<file path="src/rtl/core/jse_pkg.sv">
`timescale 1ns / 1ps
`default_nettype none
// Shared types and constants for the sequential JPEG coefficient expander.
// No dependencies; every other file of the block but jse_if imports this package.

package jse_pkg;

	// Input op codes
	localparam logic OP_DC = 1'b0;
	localparam logic OP_AC = 1'b1;

	// Zigzag index state: 64 means no block is open
	localparam logic [6:0] NO_BLOCK = 7'd64;
	localparam logic [5:0] LAST_ZZ  = 6'd63;

	// AC symbol decoding
	localparam logic [3:0] ZRL_RUN  = 4'hF;
	localparam logic [5:0] ZRL_SPAN = 6'd15;
	// Highest open index that still fits a 16-zero run
	localparam logic [5:0] ZRL_MAX_START = 6'd48;

	// Command from front to back: emit span+1 results at zigzag start..start+span.
	// With has_value the final one carries value, all others are zero.
	typedef struct packed {
		logic [5:0]  start;
		logic [5:0]  span;
		logic        has_value;
		logic [15:0] value;
		logic        err;
	} jse_cmd_t;

	// Zigzag order to natural row-major position
	localparam logic [5:0] ZZ_TO_NAT [64] = '{
		6'd0,  6'd1,  6'd8,  6'd16, 6'd9,  6'd2,  6'd3,  6'd10,
		6'd17, 6'd24, 6'd32, 6'd25, 6'd18, 6'd11, 6'd4,  6'd5,
		6'd12, 6'd19, 6'd26, 6'd33, 6'd40, 6'd48, 6'd41, 6'd34,
		6'd27, 6'd20, 6'd13, 6'd6,  6'd7,  6'd14, 6'd21, 6'd28,
		6'd35, 6'd42, 6'd49, 6'd56, 6'd57, 6'd50, 6'd43, 6'd36,
		6'd29, 6'd22, 6'd15, 6'd23, 6'd30, 6'd37, 6'd44, 6'd51,
		6'd58, 6'd59, 6'd52, 6'd45, 6'd38, 6'd31, 6'd39, 6'd46,
		6'd53, 6'd60, 6'd61, 6'd54, 6'd47, 6'd55, 6'd62, 6'd63
	};

endpackage

`default_nettype wire

</file>
<file path="src/rtl/core/jse_if.sv">
`timescale 1ns / 1ps
`default_nettype none
// Valid/ready channel interfaces: decoded symbols in, coefficients out.
// No dependencies.

interface jse_sym_if;
	logic        valid;
	logic        ready;
	logic        op;
	logic [7:0]  symbol;
	logic [15:0] extra_bits;

	modport source (output valid, op, symbol, extra_bits, input ready);
	modport sink   (input valid, op, symbol, extra_bits, output ready);
endinterface

interface jse_coef_if;
	logic               valid;
	logic               ready;
	logic [5:0]         position;
	logic signed [15:0] coefficient;
	logic               last_of_block;
	logic               error;

	modport source (output valid, position, coefficient, last_of_block, error, input ready);
	modport sink   (input valid, position, coefficient, last_of_block, error, output ready);
endinterface

`default_nettype wire

</file>
<file path="src/rtl/core/jse_cmd_fifo.sv">
`timescale 1ns / 1ps
`default_nettype none
// Two-entry command queue between the symbol front end and the expander.
// Depends on jse_pkg for the command type.

module jse_cmd_fifo (
	input  logic                clk,
	input  logic                arst_n,
	input  logic                push,
	input  jse_pkg::jse_cmd_t   push_cmd,
	output logic                full,
	input  logic                pop,
	output logic                empty,
	output jse_pkg::jse_cmd_t   head
);
	import jse_pkg::*;

	jse_cmd_t   mem_q [2];
	logic       wr_ptr_q;
	logic       rd_ptr_q;
	logic [1:0] cnt_q;

	assign full  = cnt_q == 2'd2;
	assign empty = cnt_q == 2'd0;
	assign head  = mem_q[rd_ptr_q];

	// Entry storage
	always_ff @(posedge clk) begin
		if (push) begin
			mem_q[wr_ptr_q] <= push_cmd;
		end
	end

	// Pointers and fill count
	always_ff @(posedge clk or negedge arst_n) begin
		if (!arst_n) begin
			wr_ptr_q <= 1'b0;
			rd_ptr_q <= 1'b0;
			cnt_q    <= 2'd0;
		end else begin
			if (push) begin
				wr_ptr_q <= ~wr_ptr_q;
			end
			if (pop) begin
				rd_ptr_q <= ~rd_ptr_q;
			end
			if (push && !pop) begin
				cnt_q <= cnt_q + 2'd1;
			end else if (pop && !push) begin
				cnt_q <= cnt_q - 2'd1;
			end
		end
	end

	a_no_overflow: assert property (@(posedge clk) disable iff (!arst_n)
		push |-> !full) else $error("command queue overflow");
	a_no_underflow: assert property (@(posedge clk) disable iff (!arst_n)
		pop |-> !empty) else $error("command queue underflow");

endmodule

`default_nettype wire

</file>
<file path="src/rtl/core/jse_front.sv">
`timescale 1ns / 1ps
`default_nettype none
// Front end: accepts symbol transactions, tracks the block position and DC
// predictor, and turns each symbol into one expansion command. Uses jse_pkg.

module jse_front #(
	parameter int COEFF_BITS = 16
) (
	input  logic               clk,
	input  logic               arst_n,
	jse_sym_if.sink            sym,
	input  logic               full,
	output logic               push,
	output jse_pkg::jse_cmd_t  cmd
);
	import jse_pkg::*;

	localparam int SH = 16 - COEFF_BITS;

	// Wrap to COEFF_BITS and sign-extend into the 16-bit field
	function automatic logic [15:0] sext(input logic [COEFF_BITS-1:0] v);
		logic signed [15:0] t;
		t = $signed(16'(v) << SH);
		return 16'(t >>> SH);
	endfunction

	logic [6:0]            idx_q;
	logic [COEFF_BITS-1:0] dc_q;

	logic [3:0]            size;
	logic [3:0]            run;
	logic [5:0]            i6;
	logic                  blk_open;
	logic [15:0]           mask;
	logic [15:0]           raw;
	logic [15:0]           half;
	logic [15:0]           ext;
	logic [COEFF_BITS-1:0] dc_sum;
	logic [6:0]            idx_next;
	logic [6:0]            run_end;

	assign size     = sym.symbol[3:0];
	assign run      = sym.symbol[7:4];
	assign i6       = idx_q[5:0];
	assign blk_open = !idx_q[6] && (i6 != 6'd0);
	assign run_end  = 7'(i6) + 7'(run);

	assign sym.ready = !full;
	assign push      = sym.valid && !full;

	// EXTEND of the additional bits, then DC prediction
	always_comb begin
		mask = (16'd1 << size) - 16'd1;
		raw  = sym.extra_bits & mask;
		half = 16'd1 << (size - 4'd1);
		if (size == 4'd0) begin
			ext = 16'd0;
		end else if (raw < half) begin
			ext = raw - (16'd1 << size) + 16'd1;
		end else begin
			ext = raw;
		end
		dc_sum = dc_q + ext[COEFF_BITS-1:0];
	end

	// Symbol classification into a command
	always_comb begin
		cmd       = '0;
		idx_next  = NO_BLOCK;
		if (sym.op == OP_DC) begin
			cmd.has_value = 1'b1;
			cmd.value     = sext(dc_sum);
			idx_next      = 7'd1;
		end else if (!blk_open) begin
			cmd.err = 1'b1;
		end else if (size == 4'd0 && run != ZRL_RUN) begin
			// end of block: zeros through the last position
			cmd.start = i6;
			cmd.span  = LAST_ZZ - i6;
		end else if (size == 4'd0) begin
			// zero run of sixteen
			if (i6 > ZRL_MAX_START) begin
				cmd.err = 1'b1;
			end else begin
				cmd.start = i6;
				cmd.span  = ZRL_SPAN;
				idx_next  = idx_q + 7'd16;
			end
		end else if (run_end > 7'(LAST_ZZ)) begin
			cmd.err = 1'b1;
		end else begin
			cmd.start     = i6;
			cmd.span      = 6'(run);
			cmd.has_value = 1'b1;
			cmd.value     = sext(ext[COEFF_BITS-1:0]);
			idx_next      = run_end + 7'd1;
		end
	end

	// Block position and predictor
	always_ff @(posedge clk or negedge arst_n) begin
		if (!arst_n) begin
			idx_q <= NO_BLOCK;
			dc_q  <= '0;
		end else if (push) begin
			idx_q <= idx_next;
			if (sym.op == OP_DC) begin
				dc_q <= dc_sum;
			end
		end
	end

	a_idx_range: assert property (@(posedge clk) disable iff (!arst_n)
		idx_q != 7'd0 && idx_q <= NO_BLOCK) else $error("zigzag index out of range");

endmodule

`default_nettype wire

</file>
<file path="src/rtl/core/jse_back.sv">
`timescale 1ns / 1ps
`default_nettype none
// Back end: walks the head command one coefficient per cycle into the output
// register unless coef stalls. Uses jse_pkg for the command type and zigzag table.

module jse_back (
	input  logic               clk,
	input  logic               arst_n,
	input  logic               empty,
	input  jse_pkg::jse_cmd_t  head,
	output logic               pop,
	jse_coef_if.source         coef
);
	import jse_pkg::*;

	logic        ov_q;
	logic [5:0]  k_q;
	logic [5:0]  pos_q;
	logic [15:0] coef_q;
	logic        last_q;
	logic        err_q;

	logic        load;
	logic        fin;
	logic [5:0]  zz;

	assign load = !empty && (!ov_q || coef.ready);
	assign fin  = k_q == head.span;
	assign zz   = head.start + k_q;
	assign pop  = load && fin;

	assign coef.valid         = ov_q;
	assign coef.position      = pos_q;
	assign coef.coefficient   = coef_q;
	assign coef.last_of_block = last_q;
	assign coef.error         = err_q;

	// Output payload
	always_ff @(posedge clk) begin
		if (load) begin
			pos_q  <= ZZ_TO_NAT[zz];
			coef_q <= (head.has_value && fin) ? head.value : 16'd0;
			last_q <= head.err || (zz == LAST_ZZ);
			err_q  <= head.err;
		end
	end

	// Output valid and offset within the command
	always_ff @(posedge clk or negedge arst_n) begin
		if (!arst_n) begin
			ov_q <= 1'b0;
			k_q  <= 6'd0;
		end else if (load) begin
			ov_q <= 1'b1;
			k_q  <= fin ? 6'd0 : k_q + 6'd1;
		end else if (coef.ready) begin
			ov_q <= 1'b0;
		end
	end

	a_offset_idle: assert property (@(posedge clk) disable iff (!arst_n)
		empty |-> k_q == 6'd0) else $error("offset left over without command");
	a_error_shape: assert property (@(posedge clk) disable iff (!arst_n)
		ov_q && err_q |-> pos_q == 6'd0 && coef_q == 16'd0 && last_q)
		else $error("malformed error result");

endmodule

`default_nettype wire

</file>
<file path="src/rtl/core/jpeg_sequential_coeff_expander.sv">
`timescale 1ns / 1ps
`default_nettype none
// Sequential JPEG run-length coefficient expander.
// Channel sym takes Huffman-decoded symbols: op (DC starts a block, AC is a
// run/size byte) with right-aligned extra_bits. Channel coef gives the block's
// coefficients in zigzag order with natural position, last_of_block on the
// final one and error on an overrun or an AC symbol outside a block.
// Both are valid/ready; a transaction happens when valid and ready are high.
// A symbol is taken whenever the two-entry command queue has room; its
// command passes through the queue, and its results come from the output
// register. The expander emits one coefficient per cycle while coef does
// not stall, and a symbol yields 1 to 63 results, the zero count of a run
// or end-of-block setting it.
// When coef stalls, the result holds in the output register and the queue
// absorbs up to two more symbols before sym.ready drops.
// Reset clears the DC predictor to zero, closes any block and empties the
// queue and output register.
// Depends on jse_pkg, jse_if, jse_cmd_fifo, jse_front and jse_back.

module jpeg_sequential_coeff_expander #(
	parameter int COEFF_BITS = 16
) (
	input  logic        clk,
	input  logic        arst_n,
	jse_sym_if.sink     sym,
	jse_coef_if.source  coef
);
	import jse_pkg::*;

	jse_cmd_t push_cmd;
	jse_cmd_t head;
	logic     push;
	logic     pop;
	logic     full;
	logic     empty;

	jse_front #(
		.COEFF_BITS(COEFF_BITS)
	) u_front (
		.clk    (clk),
		.arst_n (arst_n),
		.sym    (sym),
		.full   (full),
		.push   (push),
		.cmd    (push_cmd)
	);

	jse_cmd_fifo u_fifo (
		.clk      (clk),
		.arst_n   (arst_n),
		.push     (push),
		.push_cmd (push_cmd),
		.full     (full),
		.pop      (pop),
		.empty    (empty),
		.head     (head)
	);

	jse_back u_back (
		.clk    (clk),
		.arst_n (arst_n),
		.empty  (empty),
		.head   (head),
		.pop    (pop),
		.coef   (coef)
	);

endmodule

`default_nettype wire

</file>
<file path="src/flat_wrapper.sv">
// flat-port wrapper written by rule: the top's interface ports become plain ports
module jpeg_sequential_coeff_expander_flat import jse_pkg::*;
#(
	parameter int COEFF_BITS = 16
)
  (clk, arst_n, sym_valid, sym_op, sym_symbol, sym_extra_bits, sym_ready, coef_valid, coef_position, coef_coefficient, coef_last_of_block, coef_error, coef_ready);
  jse_sym_if sym_i ();
  jse_coef_if coef_i ();
  input  logic clk;
  input  logic arst_n;
  input wire logic [$bits(sym_i.valid)-1:0] sym_valid;
  input wire logic [$bits(sym_i.op)-1:0] sym_op;
  input wire logic [$bits(sym_i.symbol)-1:0] sym_symbol;
  input wire logic [$bits(sym_i.extra_bits)-1:0] sym_extra_bits;
  output wire logic [$bits(sym_i.ready)-1:0] sym_ready;
  output wire logic [$bits(coef_i.valid)-1:0] coef_valid;
  output wire logic [$bits(coef_i.position)-1:0] coef_position;
  output wire logic [$bits(coef_i.coefficient)-1:0] coef_coefficient;
  output wire logic [$bits(coef_i.last_of_block)-1:0] coef_last_of_block;
  output wire logic [$bits(coef_i.error)-1:0] coef_error;
  input wire logic [$bits(coef_i.ready)-1:0] coef_ready;
  assign sym_i.valid = sym_valid;
  assign sym_i.op = sym_op;
  assign sym_i.symbol = sym_symbol;
  assign sym_i.extra_bits = sym_extra_bits;
  assign sym_ready = sym_i.ready;
  assign coef_valid = coef_i.valid;
  assign coef_position = coef_i.position;
  assign coef_coefficient = coef_i.coefficient;
  assign coef_last_of_block = coef_i.last_of_block;
  assign coef_error = coef_i.error;
  assign coef_i.ready = coef_ready;
  jpeg_sequential_coeff_expander #(.COEFF_BITS(COEFF_BITS)) u_core (.clk(clk), .arst_n(arst_n), .sym(sym_i), .coef(coef_i));
endmodule
</file>
<file path="config.mk">
export PLATFORM = sky130hd
export DESIGN_NAME = jpeg_sequential_coeff_expander_flat
export DESIGN_NICKNAME = d
export VERILOG_FILES = /design/src/rtl/core/jse_pkg.sv /design/src/rtl/core/jse_if.sv /design/src/rtl/core/jse_cmd_fifo.sv /design/src/rtl/core/jse_front.sv /design/src/rtl/core/jse_back.sv /design/src/rtl/core/jpeg_sequential_coeff_expander.sv /design/src/flat_wrapper.sv
export SDC_FILE = /design/constraint.sdc
export NUM_CORES = 1
export LEC_CHECK = 0
export ABC_AREA = 1
export BUFFER_PORTS_ARGS = -buffer_cell sky130_fd_sc_hd__buf_2
export CORE_MARGIN = 3
export CORE_UTILIZATION = 25
export DETAILED_ROUTE_END_ITERATION = 7
export GPL_TIMING_DRIVEN = 0
export PLACE_DENSITY_LB_ADDON = 0.25
export SYNTH_ARGS = -nofsm -noshare
export SYNTH_HDL_FRONTEND = slang
export SYNTH_HIERARCHICAL = 1
export SYNTH_SLANG_ARGS = --single-unit
export TNS_END_PERCENT = 1
</file>
<file path="constraint.sdc">
create_clock -name clk -period 7.33 [get_ports clk]
set_input_delay 0.733 -clock clk [delete_from_list [all_inputs] [get_ports clk]]
set_output_delay 0.733 -clock clk [all_outputs]
set_load 0.005 [all_outputs]
</file>
==> results of run 1 <==
-- cell families after synthesis --
group                    after synthesis  share of synthesized area
buffers and inverters                174                     0.0819
AND/OR/NAND/NOR                      512                      0.248
other                                  1                   0.000422
XOR/XNOR                              39                     0.0401
flip-flops                           118                      0.380
AO/OA/AOI/OAI                        155                     0.0974
multiplexers                          30                     0.0380
adder cells (fa/ha/maj)               79                      0.115
-- cells in the mapped netlist, drive strengths merged --
library cell,instances
nand2,290
inv,152
nor2,92
nand3,88
edfxtp,84
ha,75
o21ai,71
a21oi,54
dfrtp,33
mux2,30
xor2,23
nor3,18
buf,16
xnor2,16
nand4,11
o22ai,6
a211oi,5
clkbuf,5
o21bai,5
a31oi,4
fa,4
nand3b,4
nor4,4
or2,4
a21boi,3
o31ai,3
a21o,2
a32o,1
clkinv,1
conb,1
dfstp,1
nand2b,1
o21a,1
-- power breakdown --
| group | internal, W | total (W) | switching [W] |
|---|---|---|---|
| Combinational | 0.00105 | 0.00282 | 0.00177 |
| Clock | 0.000475 | 0.000784 | 0.000308 |
| Sequential | 0.00109 | 0.00120 | 0.000115 |
| Total | 0.00261 | 0.00481 | 0.00219 |
-- metrics by stage --
step,instance area [um2],hold slack (ps)
after global placement,9720,466
after detailed placement,9760,471
after global routing,10300,503
after floorplan,8890,437
after CTS,10300,478
final,10300,455
-- registers in the layout, indices dropped and copies added (netlist names) --
register and count:
u_core/u_back/coef.coefficient 16, u_core/u_back/coef.error 1, u_core/u_back/coef.last_of_block 1, u_core/u_back/coef.position 6, u_core/u_back/coef.valid 1, u_core/u_back/k_q 6
u_core/u_fifo/cnt_q 2, u_core/u_fifo/mem_q 60, u_core/u_fifo/rd_ptr_q 1, u_core/u_fifo/wr_ptr_q 1, u_core/u_front/dc_q 16, u_core/u_front/idx_q 7
-- metal layers --
metal | up-vias | part of all wire | GRT usage
met5 | - | 0 | 0
met4 | 0 | 0.011 | 0.0274
met3 | 16 | 0.036 | 0.0224
met2 | 132 | 0.46 | 0.204
met1 | 3347 | 0.50 | 0.169
li1 | 3843 | - | -
-- how the worst max path moves through the flow --
stage             startpoint                         end  slack [ps]
6_report       sym_symbol[1]  u_core/u_fifo/mem_q[1][15]         850
5_1_grt        sym_symbol[1]  u_core/u_fifo/mem_q[1][15]         120
4_1_cts        sym_symbol[1]  u_core/u_fifo/mem_q[0][15]         880
3_5_place_dp   sym_symbol[1]  u_core/u_fifo/mem_q[0][15]         460
3_3_place_gp   sym_symbol[1]  u_core/u_fifo/mem_q[1][15]         470
2_1_floorplan  sym_symbol[1]  u_core/u_fifo/mem_q[0][15]        1910
-- area by class of cell --
type	instances	area [um2]	area share
multi-input combinational	816	4800	0.465
sequential	118	3370	0.327
inverter	153	577	0.0559
tap	455	569	0.0551
clock buffer	18	439	0.0425
timing repair buffer	54	293	0.0283
buffer	21	151	0.0147
clock inverter	14	125	0.0121
-- worst max-delay path: cells and delay by family --
kind | cells | cell delay, ps
fa+ha+maj | 3 | 910
compound gates | 13 | 2170
simple gates | 13 | 1410
buf+inv | 10 | 1380
==> results.sh, run 1 <==
export IMPL_outcome="complete, no violations"
export IMPL_yosys_warnings=6
export IMPL_avgSynthCellArea_um2=8.02
export IMPL_num_fill_cells=3743
export IMPL_synth_area_um2=8890
export IMPL_grt_pass1_vias=7428
export IMPL_fmax_mhz=154
export IMPL_cp_max_fo=10
export IMPL_nets=1289
export IMPL_cts_buffers=17
export IMPL_root_buffer="clkbuf_16"
export IMPL_n_antenna_cell=0
export IMPL_layout_drive_gt1_share=0.142
export IMPL_ff2ff_path_depth=14
export IMPL_yosys_area_top_type="edfxtp_1"
export IMPL_initial_utilization=0.255
export IMPL_worstSetupPathType="primary input to flop"
export IMPL_yosysTopAreaCellShare=0.284
export IMPL_drc=0
export IMPL_hold_viol_final=0
export IMPL_first_iter_violations=464
export IMPL_fin_crit_sh=0.883
export IMPL_cts_max_level=4
export IMPL_cts_max_path_buffers=2
export IMPL_syn_nets=1216
export IMPL_pre_cts_ws_ps=457
export IMPL_timing_clock_skew_ps=7.53
export IMPL_clk_pin_slew_ps=60
export IMPL_power_total_w=0.00481
export IMPL_seq_area_frac_synth=0.380
export IMPL_r2r_slack_ps=4090
export IMPL_port_buffers=53
export IMPL_crit_path_end_kind="flop"
export IMPL_cpPeakStageDelay_ps=340
export IMPL_min_period_ps=6480
export IMPL_cts_tree="yes"
export IMPL_grt_pass1_wl_mm=38.2
export IMPL_hp_class="primary input to async pin"
export IMPL_core_um2=34800
export IMPL_rows=68
export IMPL_leakage_nw=4.84
export IMPL_fin_util=0.297
export IMPL_synth_top_cells_by_area="edfxtp_1 (28%), nand2_1 (12%), ha_1 (11%)"
export IMPL_worstPathArrival_ps=6610
export IMPL_grt_antenna_before_repair=0
export IMPL_dieArea_um2=37800
export IMPL_drv_cap=0
export IMPL_cts_sinks=118
export IMPL_grtUsageTotal=0.123
export IMPL_layout_commonest_cell="nand2_1"
export IMPL_routedWlPerCell_um=13.7
export IMPL_ys_types=51
export IMPL_worst_pin_slew_ps=1190
export IMPL_place_hpwl_mm=17.6
export IMPL_placed_cells=1617
export IMPL_drt_wl_total_mm=22.6
export IMPL_grt_ovfl_total=0
export IMPL_maxSlewHeadroom=0.204
export IMPL_ios=55
export IMPL_viasPerCell=4.45
export IMPL_r2r_end="u_core/u_back/coef.position[4]"
export IMPL_die_y_um=195
export IMPL_rsz0062_at_grt="no"
export IMPL_cp_start_kind="primary input"
export IMPL_cts_resized=0
export IMPL_crit_slowest_cell="ha_1"
export IMPL_reg2reg_from="u_core/u_fifo/rd_ptr_q"
export IMPL_grt_max_degree=35
export IMPL_vias=7338
export IMPL_post_cts_setup_buffers=0
export IMPL_setup_viol=0
export IMPL_fin_tns_setup_ps=0
export IMPL_area_growth_pct=16.2
export IMPL_slew_viol_final=0
export IMPL_clkLatencyLatePin_ps=410
export IMPL_mostFrequentLayoutCells="nand2_1 (276), inv_1 (145), nand3_1 (88), nor2_1 (87), edfxtp_1 (84)"
export IMPL_fp_dieW_um=195
export IMPL_p_per_area_nw_per_um2=465
export IMPL_drt_pass1_iter_count=4
export IMPL_synthCells=1108
export IMPL_drtAntennaViolNets=0
export IMPL_critPathRequiredTime_ps=7460
export IMPL_peakVddDrop_mv=0.221
export IMPL_instances_no_fill=1649
export IMPL_layout_setup_ws_ps=854
export IMPL_place_congestion=0.860
export IMPL_synth_seq_cells=118
export IMPL_cts_hold_fix_buffers=0
Power figures use the tool's default switching activity.
==> run 2: changes to the inputs <==
--- a/config.mk
+++ b/config.mk
@@ -7,6 +7,8 @@
 export LEC_CHECK = 0
 export ABC_AREA = 1
 export BUFFER_PORTS_ARGS = -buffer_cell sky130_fd_sc_hd__buf_2
+export CELL_PAD_IN_SITES_DETAIL_PLACEMENT = 1
+export CELL_PAD_IN_SITES_GLOBAL_PLACEMENT = 1
 export CORE_MARGIN = 3
 export CORE_UTILIZATION = 25
 export DETAILED_ROUTE_END_ITERATION = 7
==> constraint.sdc (replaced) <==
create_clock -name clk -period 6.8 [get_ports clk]
set_input_delay 0.68 -clock clk [delete_from_list [all_inputs] [get_ports clk]]
set_output_delay 0.68 -clock clk [all_outputs]
set_load 0.005 [all_outputs]
==> results.sh, run 2 (synthesized netlist as in run 1, its figures left out) <==
export IMPL_ff2ff_path_depth=14
export IMPL_layout_commonest_cell="nand2_1"
export IMPL_drt_wl_total_mm=25.4
export IMPL_port_buffers=53
export IMPL_cp_start_kind="primary input"
export IMPL_reg2reg_from="u_core/u_fifo/rd_ptr_q"
export IMPL_drv_cap=0
export IMPL_cts_sinks=118
export IMPL_dieArea_um2=37800
export IMPL_grtUsageTotal=0.137
export IMPL_ios=55
export IMPL_routedWlPerCell_um=15.4
export IMPL_worstSetupPathType="primary input to flop"
export IMPL_outcome="complete, no violations"
export IMPL_fmax_mhz=163
export IMPL_grt_ovfl_total=0
export IMPL_grt_antenna_before_repair=0
export IMPL_layout_drive_gt1_share=0.146
export IMPL_cts_max_level=4
export IMPL_fp_dieW_um=195
export IMPL_drtAntennaViolNets=0
export IMPL_min_period_ps=6130
export IMPL_place_area_um2=9760
export IMPL_cpPeakStageDelay_ps=340
export IMPL_vias=7401
export IMPL_p_per_area_nw_per_um2=516
export IMPL_r2r_slack_ps=3520
export IMPL_cts_max_path_buffers=2
export IMPL_worst_pin_slew_ps=1240
export IMPL_clkLatencyLatePin_ps=410
export IMPL_core_um2=34800
export IMPL_cts_buffers=17
export IMPL_r2r_end="u_core/u_back/coef.position[3]"
export IMPL_initial_utilization=0.255
export IMPL_grt_max_degree=35
export IMPL_setup_viol=0
export IMPL_drt_pass1_iter_count=7
export IMPL_cts_hold_fix_buffers=0
export IMPL_hold_viol_final=0
export IMPL_leakage_nw=4.89
export IMPL_mostFrequentLayoutCells="nand2_1 (276), inv_1 (145), nand3_1 (88), nor2_1 (86), edfxtp_1 (84)"
export IMPL_cts_tree="yes"
export IMPL_cp_max_fo=12
export IMPL_nets=1290
export IMPL_root_buffer="clkbuf_16"
export IMPL_largest_register_ffs=60
export IMPL_rows=68
export IMPL_clk_pin_slew_ps=60
export IMPL_fin_crit_sh=0.902
export IMPL_fin_util=0.299
export IMPL_area_growth_pct=17.2
export IMPL_place_congestion=0.824
export IMPL_crit_slowest_cell="ha_1"
export IMPL_grt_pass1_wl_mm=41.9
export IMPL_grt_pass1_vias=7966
export IMPL_drc=0
export IMPL_first_iter_violations=277
export IMPL_slew_viol_final=0
export IMPL_cpMostUsedCell="inv_1"
export IMPL_stdcell_area_um2=10400
export IMPL_viasPerCell=4.49
export IMPL_peakVddDrop_mv=0.218
export IMPL_worstPathArrival_ps=6260
export IMPL_crit_path_end_kind="flop"
export IMPL_hp_class="primary input to async pin"
export IMPL_largest_register="u_core/u_fifo/mem_q"
export IMPL_die_y_um=195
export IMPL_maxSlewHeadroom=0.173
export IMPL_timing_clock_skew_ps=8.45
export IMPL_critPathRequiredTime_ps=6930
export IMPL_n_antenna_cell=0
export IMPL_rsz0062_at_grt="no"
export IMPL_place_hpwl_mm=20.4
==> run 2: layout make-up <==
cell class | count | area, um2
Fill cell | 4181 | 24400
Multi-Input combinational cell | 816 | 4810
Sequential cell | 118 | 3370
Inverter | 153 | 579
Tap cell | 455 | 569
Clock buffer | 18 | 439
Timing Repair Buffer | 56 | 300
Clock inverter | 14 | 199
Buffer | 20 | 146
==> run 2: what timing repair did <==
action	CTS	global route
setup buffers	0	2
resized for setup	0	9
setup endpoints to repair	0	16
hold endpoints to repair	0	0
==> run 2: metal layers <==
layer / track usage / wire [um] / vias to the layer above
met5: 0 / 0 / -
met4: 0.0327 / 349 / 0
met3: 0.0201 / 525 / 16
met2: 0.236 / 12000 / 67
met1: 0.182 / 12400 / 3487
li1: - / - / 3831
==> run 2: where the power goes <==
part           total (W)  switching, W  leakage (nW)  internal, W
Combinational    0.00311       0.00198          3.35      0.00113
Sequential       0.00130      0.000133          1.23      0.00117
Clock           0.000961      0.000335         0.311     0.000627
Total            0.00537       0.00244          4.89      0.00293
==> run 2: worst max path at each step <==
| stage | endpoint | startpoint |
|---|---|---|
| after floorplan | u_core/u_fifo/mem_q[0][15] | sym_symbol[1] |
| after global placement | u_core/u_fifo/mem_q[0][15] | sym_symbol[2] |
| after detailed placement | u_core/u_fifo/mem_q[1][15] | sym_symbol[3] |
| after CTS | u_core/u_fifo/mem_q[0][15] | sym_symbol[3] |
| after global routing | u_core/u_fifo/mem_q[1][16] | sym_symbol[1] |
| final | u_core/u_fifo/mem_q[1][16] | sym_symbol[1] |
==> run 2: critical path: cells and delay by family <==
family          cells  cell delay (ps)
compound gates     13             2300
simple gates       12             1200
buf+inv             9             1180
fa+ha+maj           3              870
==> run 2: metrics by stage <==
| stage | TNS [ps] | hold slack, ps | total power, W | cells | setup slack (ps) |
|---|---|---|---|---|---|
| after floorplan | 0 | 384 | 0.00359 | 1108 | 1440 |
| after global placement | -1800 | 463 | 0.00440 | 1616 | -326 |
| after detailed placement | -2110 | 472 | 0.00445 | 1617 | -350 |
| after CTS | 0 | 433 | 0.00545 | 1649 | 59.4 |
| after global routing | 0 | 477 | 0.00595 | 1650 | 45.4 |
| final | 0 | 393 | 0.00537 | 1650 | 668 |
==> run 3: changes to the inputs <==
--- a/config.mk
+++ b/config.mk
@@ -11,6 +11,7 @@
 export CELL_PAD_IN_SITES_GLOBAL_PLACEMENT = 1
 export CORE_MARGIN = 3
 export CORE_UTILIZATION = 25
+export CTS_CLUSTER_DIAMETER = 40
 export DETAILED_ROUTE_END_ITERATION = 7
 export GPL_TIMING_DRIVEN = 0
 export PLACE_DENSITY_LB_ADDON = 0.25
==> constraint.sdc (replaced) <==
create_clock -name clk -period 6.8 [get_ports clk]
set_input_delay 1.36 -clock clk [delete_from_list [all_inputs] [get_ports clk]]
set_output_delay 1.36 -clock clk [all_outputs]
set_load 0.005 [all_outputs]
==> results.sh, run 3 (synthesized netlist as in run 1, its figures left out) <==
export IMPL_outcome="complete, no violations"
export IMPL_drt_wl_total_mm=25.4
export IMPL_cts_max_path_buffers=2
export IMPL_root_buffer="clkbuf_16"
export IMPL_place_hpwl_mm=20.4
export IMPL_port_buffers=53
export IMPL_area_growth_pct=17.8
export IMPL_multi_input_comb_area_um2=4850
export IMPL_cts_sinks=118
export IMPL_die_y_um=195
export IMPL_crit_slowest_cell="ha_1"
export IMPL_clkLatencyLatePin_ps=410
export IMPL_fp_dieW_um=195
export IMPL_rows=68
export IMPL_timing_clock_skew_ps=9.01
export IMPL_layout_drive_gt1_share=0.156
export IMPL_first_iter_violations=286
export IMPL_routedWlPerCell_um=15.4
export IMPL_place_area_um2=9760
export IMPL_cp_start_kind="primary input"
export IMPL_p_per_area_nw_per_um2=515
export IMPL_fin_crit_sh=0.931
export IMPL_hp_class="flop to flop"
export IMPL_grtUsageTotal=0.137
export IMPL_grt_pass1_wl_mm=41.9
export IMPL_drv_cap=0
export IMPL_fmax_mhz=158
export IMPL_dieArea_um2=37800
export IMPL_drtAntennaViolNets=0
export IMPL_worstPathArrival_ps=6450
export IMPL_r2r_slack_ps=3530
export IMPL_grt_antenna_before_repair=0
export IMPL_largest_register="u_core/u_fifo/mem_q"
export IMPL_fin_tns_setup_ps=0
export IMPL_clk_pin_slew_ps=50
export IMPL_worstSetupPathType="primary input to flop"
export IMPL_crit_path_end_kind="flop"
export IMPL_largest_register_ffs=60
export IMPL_nets=1290
export IMPL_leakage_nw=4.90
export IMPL_grt_pass1_vias=7963
export IMPL_setup_viol=0
export IMPL_drc=0
export IMPL_peakVddDrop_mv=0.218
export IMPL_stdcell_area_um2=10500
export IMPL_slew_viol_final=0
export IMPL_ios=55
export IMPL_cts_max_level=4
export IMPL_rsz0062_at_grt="no"
export IMPL_cpPeakStageDelay_ps=340
export IMPL_critPathRequiredTime_ps=6930
export IMPL_cts_buffers=17
export IMPL_cts_hold_fix_buffers=0
export IMPL_hold_viol_final=0
export IMPL_initial_utilization=0.255
export IMPL_layout_commonest_cell="nand2_1"
export IMPL_place_congestion=0.824
export IMPL_core_um2=34800
export IMPL_worst_pin_slew_ps=1230
export IMPL_min_period_ps=6330
export IMPL_grt_max_degree=35
export IMPL_viasPerCell=4.51
export IMPL_cp_max_fo=12
export IMPL_mostFrequentLayoutCells="nand2_1 (276), inv_1 (143), nand3_1 (88), nor2_1 (85), edfxtp_1 (84)"
export IMPL_n_antenna_cell=0
export IMPL_maxSlewHeadroom=0.176
export IMPL_drt_pass1_iter_count=6
export IMPL_pre_cts_ws_ps=-1030
export IMPL_num_fill_cells=4181
export IMPL_layout_setup_ws_ps=472
export IMPL_grt_ovfl_total=0
export IMPL_final_seq_area_um2=3370
export IMPL_cts_tree="yes"
export IMPL_vias=7446
[run 3: changes by cell type in the layout (fill, tap and decap cells not counted), sizes merged]
cell and delta:
buf -1, clkbuf +1
[run 3: final cells by class]
type	instances	area share
inverters	153	0.0556
repair buffers	56	0.0287
plain buffers	20	0.0142
flip-flops and latches	118	0.322
clock inverters	14	0.0190
well taps	455	0.0544
multi-input cells	816	0.464
clock buffers	18	0.0420
[run 3: power breakdown]
part	total [W]	switching, W	leakage [nW]	internal, W
logic	0.00313	0.00198	3.36	0.00114
clock network	0.000961	0.000334	0.311	0.000627
registers	0.00130	0.000134	1.23	0.00117
[run 3: per-stage QoR]
step,power (W),instances,utilization,hold WS (ps)
after floorplan,0.00359,1108,-,448
after global placement,0.00440,1616,0.279,463
final,0.00539,1650,0.301,486
after detailed placement,0.00445,1617,0.280,472
after global routing,0.00597,1650,0.301,511
after CTS,0.00546,1649,0.299,487
[run 3: critical path, delay by kind of cell]
family / cells / cell delay (ps)
AOI/OAI and AO/OA: 13 / 2000
buffers and inverters: 9 / 1090
and+or+nand+nor: 12 / 1150
adders and majority gates: 3 / 850
[run 3: layer usage]
| metal | up-vias | track usage | routed length (um) |
|---|---|---|---|
| li1 | 3834 | - | - |
| met1 | 3526 | 0.182 | 12400 |
| met2 | 69 | 0.235 | 12100 |
| met3 | 17 | 0.0208 | 553 |
| met4 | 0 | 0.0340 | 369 |
| met5 | - | 0 | 0 |
[run 3: path summary, 6_finish.rpt]
path	start	endpoint	cells past startpoint
max in group asynchronous	arst_n	u_core/u_fifo/cnt_q[1]	1
worst min register to register	u_core/u_front/dc_q[0]	u_core/u_front/dc_q[0]	2
min in group asynchronous	arst_n	u_core/u_front/dc_q[8]	1
worst max register to register	u_core/u_fifo/rd_ptr_q	u_core/u_back/coef.position[3]	14
worst min-delay path	u_core/u_front/dc_q[0]	u_core/u_front/dc_q[0]	2
worst max-delay path	sym_symbol[2]	u_core/u_fifo/mem_q[1][16]	37
[run 3: repair_timing]
item | 4_1_cts | 5_1_grt
endpoints found under the setup margin | 22 | 18
pin swaps | 1 | 4
resized for setup | 10 | 18
buffers inserted | 1 | 1
